## src/rtl/rgb565_five_four_upscaler_macros.svh

```systemverilog
// assertion helpers shared by the rtl files
`ifndef RGB565_FIVE_FOUR_UPSCALER_MACROS_SVH
`define RGB565_FIVE_FOUR_UPSCALER_MACROS_SVH

// checked on every rising edge outside reset
`define RGBUP_ASSERT(label, prop, msg) \
    label: assert property (@(posedge i_clk) disable iff (!i_rst_n) prop) else $error(msg);

// checked on every rising edge, reset included
`define RGBUP_ASSERT_ALWAYS(label, prop, msg) \
    label: assert property (@(posedge i_clk) prop) else $error(msg);

`endif

```

## src/rtl/rgbup_pkg.sv

```systemverilog
package rgbup_pkg;

    // frame geometry
    localparam int GROUPS_PER_LINE = 64;
    localparam int DEST_ROWS       = 240;

    // pixel and field widths
    localparam int PIX_W     = 16;
    localparam int ROW_OUT_W = 8;
    localparam int GRP_OUT_W = 6;

    // counters wide enough for any geometry, never narrower than the reported fields
    localparam int GRP_CLOG  = (GROUPS_PER_LINE > 1) ? $clog2(GROUPS_PER_LINE) : 1;
    localparam int GRP_CNT_W = (GRP_CLOG > GRP_OUT_W) ? GRP_CLOG : GRP_OUT_W;
    localparam int ROW_CLOG  = $clog2(DEST_ROWS + 2);
    localparam int ROW_CNT_W = (ROW_CLOG > ROW_OUT_W) ? ROW_CLOG : ROW_OUT_W;

    // stream widths: four pixels in, five pixels plus row and group out
    localparam int IN_DATA_W  = 4 * PIX_W;
    localparam int OUT_USED_W = 5 * PIX_W + ROW_OUT_W + GRP_OUT_W;
    localparam int OUT_DATA_W = ((OUT_USED_W + 7) / 8) * 8;
    localparam int OUT_PAD_W  = OUT_DATA_W - OUT_USED_W;

    // source line phase that is written to two destination rows
    localparam logic [1:0] PHASE_REPEAT = 2'd3;

    // per-channel halving mask for rgb565
    localparam logic [PIX_W-1:0] BLEND_MASK = 16'hf7de;

    // queue between front and back (power of two)
    localparam int QUEUE_DEPTH = 2;
    localparam int QUEUE_PTR_W = $clog2(QUEUE_DEPTH);
    localparam int QUEUE_CNT_W = $clog2(QUEUE_DEPTH + 1);

    // one classified group waiting for the back end
    typedef struct packed {
        logic [PIX_W-1:0]     pix_a;
        logic [PIX_W-1:0]     blend;
        logic [PIX_W-1:0]     pix_b;
        logic [PIX_W-1:0]     pix_c;
        logic [PIX_W-1:0]     pix_d;
        logic [ROW_OUT_W-1:0] row;
        logic [GRP_OUT_W-1:0] grp;
        logic                 twice;
    } t_entry;

    // queue status seen by the back end
    typedef struct packed {
        logic empty;
        logic full;
    } t_queue_status;

    // rounded-down average of each colour channel
    function automatic logic [PIX_W-1:0] blend565(input logic [PIX_W-1:0] a,
                                                  input logic [PIX_W-1:0] b);
        blend565 = (((a ^ b) & BLEND_MASK) >> 1) + (a & b);
    endfunction

endpackage

```

## src/rtl/rgb565_five_four_upscaler.sv

```systemverilog
// rgb565 5/4 upscaler
// slave channel: one beat carries four consecutive source pixels of a line,
// first pixel in the lowest bits. master channel: one beat carries five
// destination pixels (first, blend of first and second, second, third,
// fourth) with their destination row and group; tlast marks the final beat
// that a source group causes.
// an accepted source beat is written into the queue and then loaded into
// the output register that drives tvalid.
// throughput: one group per cycle on ordinary lines while the receiver
// is ready; on every fourth source line each group gives two beats, so
// the master side falls behind there and the two-entry queue fills and
// throttles the slave side.
// reset (synchronous, active low) clears the group, row and line phase
// counters, empties the queue and drops tvalid; the next group starts a frame.
// a stalled receiver holds the output register; the queue keeps accepting
// until both entries are taken, then tready falls.
module rgb565_five_four_upscaler (
    input  logic                             i_clk,
    input  logic                             i_rst_n,
    input  logic                             i_s_tvalid,
    output logic                             o_s_tready,
    // fields from bit 0: pixel_a, pixel_b, pixel_c, pixel_d
    input  logic [rgbup_pkg::IN_DATA_W-1:0]  i_s_tdata,
    output logic                             o_m_tvalid,
    input  logic                             i_m_tready,
    // fields from bit 0: out_first, out_blend, out_second, out_third,
    // out_fourth, dest_row, dest_group, zero pad
    output logic [rgbup_pkg::OUT_DATA_W-1:0] o_m_tdata,
    // run_last
    output logic                             o_m_tlast
);

    rgbup_pkg::t_entry        push_entry;
    rgbup_pkg::t_entry        head_entry;
    rgbup_pkg::t_queue_status queue_status;
    logic                     push;
    logic                     pop;

    // accept and classify
    rgbup_front u_front (
        .i_clk   (i_clk),
        .i_rst_n (i_rst_n),
        .i_valid (i_s_tvalid),
        .i_data  (i_s_tdata),
        .i_full  (queue_status.full),
        .o_ready (o_s_tready),
        .o_push  (push),
        .o_entry (push_entry)
    );

    // decoupling queue
    rgbup_queue u_queue (
        .i_clk    (i_clk),
        .i_rst_n  (i_rst_n),
        .i_push   (push),
        .i_entry  (push_entry),
        .i_pop    (pop),
        .o_status (queue_status),
        .o_head   (head_entry)
    );

    // emit one or two rows per group
    rgbup_back u_back (
        .i_clk    (i_clk),
        .i_rst_n  (i_rst_n),
        .i_status (queue_status),
        .i_head   (head_entry),
        .o_pop    (pop),
        .o_valid  (o_m_tvalid),
        .o_data   (o_m_tdata),
        .o_last   (o_m_tlast),
        .i_ready  (i_m_tready)
    );

endmodule

```

## src/rtl/rgbup_front.sv

```systemverilog
`include "rgb565_five_four_upscaler_macros.svh"

module rgbup_front (
    input  logic                            i_clk,
    input  logic                            i_rst_n,
    input  logic                            i_valid,
    input  logic [rgbup_pkg::IN_DATA_W-1:0] i_data,
    input  logic                            i_full,
    output logic                            o_ready,
    output logic                            o_push,
    output rgbup_pkg::t_entry               o_entry
);

    localparam logic [rgbup_pkg::GRP_CNT_W-1:0] GRP_LAST =
        rgbup_pkg::GRP_CNT_W'(rgbup_pkg::GROUPS_PER_LINE - 1);
    localparam logic [rgbup_pkg::ROW_CNT_W-1:0] ROW_LIMIT =
        rgbup_pkg::ROW_CNT_W'(rgbup_pkg::DEST_ROWS);

    logic [rgbup_pkg::GRP_CNT_W-1:0] r_group, n_group;
    logic [rgbup_pkg::ROW_CNT_W-1:0] r_row, n_row;
    logic [1:0]                      r_phase, n_phase;

    logic                            accept;
    logic                            repeat_line;
    logic [rgbup_pkg::ROW_CNT_W-1:0] row_step;
    logic [rgbup_pkg::PIX_W-1:0]     pix_a, pix_b, pix_c, pix_d;

    // unpack the group, first pixel lowest
    assign pix_a = i_data[0 +: rgbup_pkg::PIX_W];
    assign pix_b = i_data[rgbup_pkg::PIX_W +: rgbup_pkg::PIX_W];
    assign pix_c = i_data[2*rgbup_pkg::PIX_W +: rgbup_pkg::PIX_W];
    assign pix_d = i_data[3*rgbup_pkg::PIX_W +: rgbup_pkg::PIX_W];

    assign o_ready     = !i_full;
    assign accept      = i_valid && !i_full;
    assign o_push      = accept;
    assign repeat_line = (r_phase == rgbup_pkg::PHASE_REPEAT);

    // classify the beat: blend, position and whether it goes to two rows
    always_comb begin
        o_entry.pix_a = pix_a;
        o_entry.blend = rgbup_pkg::blend565(pix_a, pix_b);
        o_entry.pix_b = pix_b;
        o_entry.pix_c = pix_c;
        o_entry.pix_d = pix_d;
        o_entry.row   = r_row[rgbup_pkg::ROW_OUT_W-1:0];
        o_entry.grp   = r_group[rgbup_pkg::GRP_OUT_W-1:0];
        o_entry.twice = repeat_line &&
                        ((r_row + rgbup_pkg::ROW_CNT_W'(1)) < ROW_LIMIT);
    end

    // group, row and line phase counters
    always_comb begin
        n_group  = r_group;
        n_row    = r_row;
        n_phase  = r_phase;
        row_step = r_row + (repeat_line ? rgbup_pkg::ROW_CNT_W'(2)
                                        : rgbup_pkg::ROW_CNT_W'(1));
        if (accept) begin
            if (r_group == GRP_LAST) begin
                n_group = '0;
                if (row_step >= ROW_LIMIT) begin
                    n_row   = '0;
                    n_phase = '0;
                end else begin
                    n_row   = row_step;
                    n_phase = r_phase + 2'd1;
                end
            end else begin
                n_group = r_group + rgbup_pkg::GRP_CNT_W'(1);
            end
        end
    end

    always_ff @(posedge i_clk) begin
        if (!i_rst_n) begin
            r_group <= '0;
            r_row   <= '0;
            r_phase <= '0;
        end else begin
            r_group <= n_group;
            r_row   <= n_row;
            r_phase <= n_phase;
        end
    end

    // counters stay inside the frame
    `RGBUP_ASSERT(a_group_range, (r_group <= GRP_LAST), "group counter past end of line")
    `RGBUP_ASSERT(a_row_range, (r_row < ROW_LIMIT), "row counter past end of frame")

endmodule

```

## src/rtl/rgbup_queue.sv

```systemverilog
module rgbup_queue (
    input  logic                     i_clk,
    input  logic                     i_rst_n,
    input  logic                     i_push,
    input  rgbup_pkg::t_entry        i_entry,
    input  logic                     i_pop,
    output rgbup_pkg::t_queue_status o_status,
    output rgbup_pkg::t_entry        o_head
);

    rgbup_pkg::t_entry                 r_slot [rgbup_pkg::QUEUE_DEPTH];
    logic [rgbup_pkg::QUEUE_PTR_W-1:0] r_wr_ptr;
    logic [rgbup_pkg::QUEUE_PTR_W-1:0] r_rd_ptr;
    logic [rgbup_pkg::QUEUE_CNT_W-1:0] r_count, n_count;

    assign o_status.empty = (r_count == '0);
    assign o_status.full  = (r_count == rgbup_pkg::QUEUE_CNT_W'(rgbup_pkg::QUEUE_DEPTH));
    assign o_head         = r_slot[r_rd_ptr];

    // occupancy
    always_comb begin
        n_count = r_count;
        if (i_push && !i_pop) begin
            n_count = r_count + rgbup_pkg::QUEUE_CNT_W'(1);
        end else if (i_pop && !i_push) begin
            n_count = r_count - rgbup_pkg::QUEUE_CNT_W'(1);
        end
    end

    // pointers wrap naturally as the depth is a power of two
    always_ff @(posedge i_clk) begin
        if (!i_rst_n) begin
            r_wr_ptr <= '0;
            r_rd_ptr <= '0;
            r_count  <= '0;
        end else begin
            r_count <= n_count;
            if (i_push) begin
                r_wr_ptr <= r_wr_ptr + rgbup_pkg::QUEUE_PTR_W'(1);
            end
            if (i_pop) begin
                r_rd_ptr <= r_rd_ptr + rgbup_pkg::QUEUE_PTR_W'(1);
            end
        end
    end

    // storage
    always_ff @(posedge i_clk) begin
        if (i_push) begin
            r_slot[r_wr_ptr] <= i_entry;
        end
    end

endmodule

```

## src/rtl/rgbup_back.sv

```systemverilog
`include "rgb565_five_four_upscaler_macros.svh"

module rgbup_back (
    input  logic                             i_clk,
    input  logic                             i_rst_n,
    input  rgbup_pkg::t_queue_status         i_status,
    input  rgbup_pkg::t_entry                i_head,
    output logic                             o_pop,
    output logic                             o_valid,
    output logic [rgbup_pkg::OUT_DATA_W-1:0] o_data,
    output logic                             o_last,
    input  logic                             i_ready
);

    logic                             r_valid, n_valid;
    logic                             r_second, n_second;
    logic [rgbup_pkg::OUT_DATA_W-1:0] r_data, n_data;
    logic                             r_last, n_last;

    logic                             load;
    logic [rgbup_pkg::ROW_OUT_W-1:0]  row_sel;

    assign load    = !i_status.empty && (!r_valid || i_ready);
    assign row_sel = r_second ? (i_head.row + rgbup_pkg::ROW_OUT_W'(1)) : i_head.row;

    // output register: first row, then the repeated row when the entry asks for it
    always_comb begin
        n_valid  = r_valid;
        n_second = r_second;
        n_data   = r_data;
        n_last   = r_last;
        o_pop    = 1'b0;
        if (load) begin
            n_valid  = 1'b1;
            n_data   = {{rgbup_pkg::OUT_PAD_W{1'b0}}, i_head.grp, row_sel,
                        i_head.pix_d, i_head.pix_c, i_head.pix_b,
                        i_head.blend, i_head.pix_a};
            n_second = i_head.twice && !r_second;
            n_last   = !n_second;
            o_pop    = !n_second;
        end else if (i_ready) begin
            n_valid = 1'b0;
        end
    end

    always_ff @(posedge i_clk) begin
        if (!i_rst_n) begin
            r_valid  <= 1'b0;
            r_second <= 1'b0;
        end else begin
            r_valid  <= n_valid;
            r_second <= n_second;
        end
    end

    always_ff @(posedge i_clk) begin
        r_data <= n_data;
        r_last <= n_last;
    end

    assign o_valid = r_valid;
    assign o_data  = r_data;
    assign o_last  = r_last;

    // a pending repeated row keeps its entry at the head of the queue
    `RGBUP_ASSERT(a_second_held, r_second |-> (!i_status.empty && i_head.twice), "repeated row lost its entry")
    // the repeated row follows its first row straight away
    `RGBUP_ASSERT(a_pair_adjacent, (o_valid && i_ready && !o_last) |=> (o_valid && o_last), "repeated row not ready after first row")

endmodule

```

## config.mk

```make
export PLATFORM = sky130hd
export DESIGN_NAME = rgb565_five_four_upscaler
export DESIGN_NICKNAME = d
export VERILOG_FILES = /design/src/rtl/rgbup_pkg.sv /design/src/rtl/rgb565_five_four_upscaler.sv /design/src/rtl/rgbup_front.sv /design/src/rtl/rgbup_queue.sv /design/src/rtl/rgbup_back.sv
export VERILOG_INCLUDE_DIRS = /design/src /design/src/rtl
export SDC_FILE = /design/constraint.sdc
export NUM_CORES = 1
export LEC_CHECK = 0
export ABC_AREA = 1
export BUFFER_PORTS_ARGS = -buffer_cell sky130_fd_sc_hd__buf_2
export CORE_MARGIN = 10
export CORE_UTILIZATION = 57
export DETAILED_ROUTE_END_ITERATION = 16
export PLACE_DENSITY = 0.82
export SLEW_MARGIN = 10
export SYNTH_ARGS = -nofsm -noshare
export SYNTH_HDL_FRONTEND = slang
export SYNTH_SLANG_ARGS = --single-unit
```

## constraint.sdc

```tcl
create_clock -name i_clk -period 8.3 [get_ports i_clk]
set_input_delay 1.66 -clock i_clk [delete_from_list [all_inputs] [get_ports i_clk]]
set_output_delay 1.66 -clock i_clk [all_outputs]
set_load 0.01 [all_outputs]
```

==> summary.md, run 1 <==
| Metric | Value |
|---|---|
| Area occupied by multi-input gates | `approximately 0.0028 mm2` |
| Fill cells | `~1400` |
| Max Slew Vio Count | `0` |
| CTS buffer count | `28` |
| Seq/Total Area, Yosys | `between 70% and 80%` |
| Post-CTS Resized | `0` |
| Final Critical Period | `3802 ps` |
| Crit path from | `i_m_tready` |
| Total GRT Usage | `17.31%` |
| Clk pin slew, worst setup/hold paths | `60 ps` |
| Die Ht | `166.3 um` |
| Final Setup Violations | `0` |
| Clk_lat worst skew | `530 ps` |
| Rows | `53` |
| Clock skew | `10.95 ps` |
| Routed via count | `7574` |
| Iter 0 DRT Violations | `~600` |
| Avg Inst Size Synth | `~13 um2` |
| Outcome | `complete, no violations` |
| Die ar. | `~0.028 mm2` |
| H-Tree Level Count | `1` |
| Hold buffer count at cts | `0` |
| CP max FO | `82` |
| Crit end category | `flop` |
| Hold path start | `u_front.r_phase[1]` |
| Post-DP HPWL | `approximately 16000 um` |
| Layout cell share with drive strength beyond 1 | `20.41%` |
| RD Place Congestion | `0.8577` |
| Setup TNS | `0 ps` |
| Post-Synthesis Cells | `975` |
| FF/Latch Area | `0.009022 mm2` |
| Crit Path Category | `in -> reg` |
| Syn. warnings | `0` |
| Critical path launch point type | `input pin` |
| Worst Path Arrival | `4210 ps` |
| Wirelength, routed | `24920 um` |
| Final Hold Fails | `0` |
| Max-cap violations | `0` |
| #FFs+latches synth | `308` |
| Ports | `between 150 and 200` |
| Least-Margin Pin Slew | `~1100 ps` |
| Core area | `approximately 0.021 mm2` |
| Hold Path Class | `reg -> reg` |
| Cell area after synthesis | `around 0.012 mm2` |
| Root Driver | `clkbuf_16` |
| Number of global-route vias before repair | `about 7500` |
| Die width | `166.3 um` |
| Worst slew margin | `between 20% and 30%` |
| Grt ovf | `0` |
| RSZ-0062 raised after global routing | `false` |
| Initial antenna violation count | `4` |
| Leakage | `5.899 nW` |
| TritonCTS clock tree | `built` |
| Input/output buffers | `between 150 and 200` |
| Clock tree buffer depth | `3` |
| Syn-to-layout area delta | `15.93%` |
| Cells on Worst Hold Path | `2` |
| Critical Path RT | `8710 ps` |
| Post-CTS setup buffer count | `0` |
| First-pass GRT wire length | `around 40000 um` |
| VDD IR-drop max | `~0.2 mV` |
| Power Density | `322.5 mW/mm2` |
| Layout net count | `approximately 1300` |
| Post-DRT Antenna Nets | `0` |
| Initial core utilization | `58.05%` |
| Pin count of the biggest net entering global routing | `101` |
| WL per Instance | `around 17 um` |
| Post-route DRC | `0` |
| Worst hold slack | `~480 ps` |
| Fmax | `around 260 MHz` |
| Unique masters post-synth | `37` |
| Drt first pass iters | `5` |
| R2R depth | `8` |
| Clk sink count | `approximately 310` |
| DR vias/cell | `roughly 5.2` |
| Tcrit/Tclk final | `around 46%` |
## synthesized netlist by cell type, drive strengths merged
library cell,n,share of area (%)
o21ai,16,0.66
xor2,11,0.79
or2,2,0.10
dfxtp,23,3.8
inv,70,2.2
buf,15,0.81
xnor2,4,0.29
and3,3,0.15
a21oi,13,0.56
o21bai,1,0.062
edfxtp,285,70
nand3,35,1.6
fa,2,0.33
nor2,48,1.7
conb,1,0.031
nor4,1,0.051
nor3,6,0.33
a31oi,1,0.051
clkbuf,8,0.25
nand2,389,12
ha,32,3.3
nand4,7,0.36
a211oi,2,0.12
## per-stage QoR
step	power [mW]	instances	worst slack, ps	utilization (%)	cell area, um2
after global placement	3.360	1395	3978	63.23	13290
final	4.563	1451	4498	67.30	14150
after detailed placement	3.411	1395	3931	63.23	13290
after floorplan	2.990	976	2015	-	12210
after CTS	4.606	1446	4476	67.24	14130
after global routing	4.794	1450	4220	67.29	14140
## registers in the layout, indices dropped and copies added (netlist names), named ones only
name,cells
u_front.r_row,8
u_front.r_group,6
u_queue.r_slot,190
u_front.r_phase,2
u_back.r_second,1
u_queue.r_rd_ptr,1
u_back.o_last,1
u_back.o_data,94
u_queue.r_count,2
u_back.o_valid,1
u_queue.r_wr_ptr,1
## final timing paths
check,end,slack (ps)
max,u_queue.r_count[1],4500
min,u_front.r_phase[1],480
max reg2reg,u_queue.r_count[1],4930
min reg2reg,u_front.r_phase[1],480
## placed cells by master (no fill, tap or decap), types with 2 or more instances in the layout
cell type,netlist,final
ha_1,32,32
nor2_2,3,3
o21ai_0,11,11
clkbuf_16,0,29
nand2_4,3,3
buf_2,10,164
xnor2_1,4,4
and3_1,3,3
clkbuf_1,8,11
inv_4,2,2
inv_1,63,63
diode_2,0,5
clkinv_2,0,3
dfxtp_1,23,22
nand4_1,7,7
fa_1,2,2
o21ai_1,5,5
inv_2,5,5
edfxtp_1,285,285
conb_1,1,2
nor2_1,43,41
nand2_1,374,374
nand2_2,12,12
nand3_1,32,32
nor2_4,2,4
xor2_1,11,11
nor3_1,4,4
a21oi_1,12,12
nand3_2,2,2
a211oi_1,2,2
clkinv_1,0,5
nor3_2,2,2
buf_4,2,3
## cell type report
class	count	share of cell area, %
sequential	308	63.77
inverter	70	1.893
clock inverter	11	0.5395
tap	275	2.432
multi-input combinational	575	19.89
timing repair buffer	167	5.961
clock buffer	40	5.421
antenna	5	0.08844
## cells by family after synthesis
family / Yosys count / synth area share (%)
AO/OA/AOI/OAI: 33 / 1.456
XOR/XNOR: 15 / 1.077
adder cells (fa/ha/maj): 34 / 3.609
buffers and inverters: 93 / 3.250
flip-flops: 308 / 73.91
other: 1 / 0.03073
AND/OR/NAND/NOR: 491 / 16.67
## power by group
part / switching [mW] / internal [mW]
combinational: 0.695 / 0.298
sequential: 0.150 / 2.23
clock: 0.523 / 0.671
total: 1.37 / 3.20
## metal layers
metal	wire, um	GRT usage (%)	share of wire, %	up-vias
met5	0	0	0	-
met4	556	6.147	2.2	0
met3	1599	3.407	6.4	46
met2	12630	30.28	51	276
met1	10130	20.90	41	3614
li1	-	-	-	3638
## worst max-delay path: stages
cell	delay, ps
buf_2	70
nor2_1	60
a21oi_4	500
buf_4	920
nand2_2	180
ha_1	350
a21oi_1	110
o21ai_0	100
o21ai_0	170
a21oi_1	60
Power figures use the tool's default switching activity.
==> inputs of run 2 (changes only) <==
clock period = 4 ns   (was 8.3 ns; I/O delays follow)
==> run 2 against run 1 <==
  * Design area rose by 1.5%
  * Clock power rose by 140%
  * Flip-flop and latch count did not move
  * Critical path depth fell by 5
  * Worst setup slack got worse by 3000 ps
  * Via count rose by 0.55%
  * Utilization rose by 0.98 points
  * Die area did not move
  * Global-route usage rose by 0.34 points
  * Worst hold slack got worse by 35 ps
  * Critical endpoint is now u_back.o_data[84]
  * Largest power group unchanged
  * Highest routed layer unchanged
==> summary.md, run 2 (synthesized netlist as in run 1, its figures left out) <==
| Metric | Value |
|---|---|
| Outcome | `complete, no violations` |
| Crit Path Category | `reg -> reg` |
| Fmax | `slightly above 400 MHz` |
| Pin count of the biggest net entering global routing | `roughly 100` |
| Final Setup Violations | `0` |
| Critical path launch point type | `flop` |
| Tcrit/Tclk final | `61.54%` |
| TritonCTS clock tree | `built` |
| Clock tree buffer depth | `3` |
| Post-DRT Antenna Nets | `0` |
| Commonest non-fill, non-tap cell in the layout | `nand2_1` |
| Max Slew Vio Count | `0` |
| Power Density | `about 690 mW/mm2` |
| VDD IR-drop max | `approximately 0.85 mV` |
| CP max-delay cell | `buf_4` |
| Reg with most FFs | `u_queue.r_slot` |
| Least-Margin Pin Slew | `964.3 ps` |
| Dpl cell area | `~0.013 mm2` |
| Final instance count without filler cells | `between 1000 and 1500` |
| Critical Path RT | `about 4300 ps` |
| Worst Path Arrival | `around 2800 ps` |
| Die Ht | `roughly 170 um` |
| Setup TNS | `0 ps` |
| Grt ovf | `0` |
| Hold buffer count at cts | `0` |
| Final Critical Period | `2462 ps` |
| Rows | `53` |
| CTS buffer count | `31` |
| Die ar. | `0.02766 mm2` |
| Most frequent cells in the layout | `374 x nand2_1, 285 x edfxtp_1, 164 x buf_2` |
| Initial antenna violation count | `1` |
| Layout net count | `~1300` |
| Post-DP HPWL | `16370 um` |
| Total GRT Usage | `between 10% and 20%` |
| Fill cells | `around 1400` |
| GR peak layer | `met2` |
| Post-route DRC | `0` |
| Initial core utilization | `58.05%` |
| Worst slew margin | `between 30% and 40%` |
| Leakage | `6.003 nW` |
| Final Hold Fails | `0` |
| Max-cap violations | `0` |
| M1 GR Usage | `22.34%` |
| Hold Path Class | `in -> reg` |
| Iter 0 DRT Violations | `around 610` |
| Final instance area | `around 0.014 mm2` |
| RD Place Congestion | `between 0.8 and 0.9` |
| RSZ-0062 raised after global routing | `false` |
| DR vias/cell | `~5.2` |
| First-pass GRT wire length | `around 40000 um` |
| WL per Instance | `17.35 um` |
| Sequence of cells on the critical path | `buf_4 -> o21ai_1 -> nor3_2 -> nand2_1 -> xor2_1` |
| Met2 usage | `between 30 and 40%` |
| Syn-to-layout area delta | `17.63%` |
| H-Tree Level Count | `1` |
| Clk_lat worst skew | `about 540 ps` |
| Routed via count | `7616` |
| Slowest Stage Delay on Critical Path | `750 ps` |
| Final core utilization | `68.28%` |
| Root Driver | `clkbuf_16` |
| Layout cell share with drive strength beyond 1 | `a little over a fifth` |
| Die width | `between 150 and 200 um` |
| Core area | `0.02102 mm2` |
| Top Family by Delay on Critical Path | `buffers and inverters` |
| Input/output buffers | `around 160` |
| Wirelength, routed | `25220 um` |
| Met3 GRT Util | `3.265%` |
| Clock skew | `about 11 ps` |
| Number of global-route vias before repair | `roughly 7600` |
| Clk sink count | `around 300` |
| Buf/Inv on CP | `1` |
| Ports | `around 170` |
| Largest register FFs | `between 150 and 200` |
| CP max FO | `80` |
| Placed insts | `between 1000 and 1500` |
| Post-CTS Resized | `0` |
| Crit end category | `flop` |
| Clk pin slew, worst setup/hold paths | `approximately 60 ps` |
| Drt first pass iters | `5` |
| Setup WS post-layout | `between 1500 and 2000 ps` |
| Dpl ws | `~1100 ps` |
| Post-CTS setup buffer count | `0` |
run 2: cell count changes in the layout (fill, tap and decap cells not counted), sizes merged:
cell / delta
clkbuf: +5
diode: -4
bufinv: +3
clkinv: -3
buf: +2
clkinvlp: -2
inv: +1
run 2: metal layers:
layer / share of wire [%] / vias up / routed length, um
met2: 51 / 289 / 12810
met1: 40 / 3630 / 10120
li1: - / 3658 / -
met5: 0 / - / 0
met3: 7.0 / 39 / 1758
met4: 2.1 / 0 / 525
run 2: worst paths after layout:
kind         cells after the start                    end               start  slack (ps)
min                              1  u_queue.r_slot[0][29]       i_s_tdata[62]         440
max                              5      u_back.o_data[84]                flop        1540
max reg2reg                      5      u_back.o_data[84]                flop        1540
min reg2reg                      2     u_front.r_phase[1]  u_front.r_phase[1]         470
run 2: power breakdown:
group / switching, mW / internal [mW] / total [mW]
logic: 1.52 / 0.649 / 2.17
clock network: 1.12 / 1.73 / 2.85
registers: 0.255 / 4.61 / 4.87
run 2: layout make-up:
cell class	instances	area, um2	share of cell area (%)
Multi-Input combinational cell	575	2814	19.60
Antenna cell	1	2.502	0.01743
Sequential cell	308	9022	62.86
Inverter	70	267.8	1.865
Timing Repair Buffer	169	895.9	6.241
Clock buffer	45	858.3	5.980
Tap cell	275	344.1	2.397
Clock inverter	10	148.9	1.037
run 2: per-stage QoR:
| stage | hold WS (ps) | total power, mW |
|---|---|---|
| after floorplan | 430.1 | 6.164 |
| after global placement | 439.5 | 7.023 |
| after detailed placement | 459.6 | 7.141 |
| after CTS | 424.6 | 9.989 |
| after global routing | 421.0 | 10.38 |
| final | 442.3 | 9.887 |
run 2: worst register-to-register path: cells and delay by family, from the launching register on:
family	cells	cell delay, ps
flops	1	520
simple gates	2	370
compound gates	1	390
buf+inv	1	760
xor+xnor	1	150
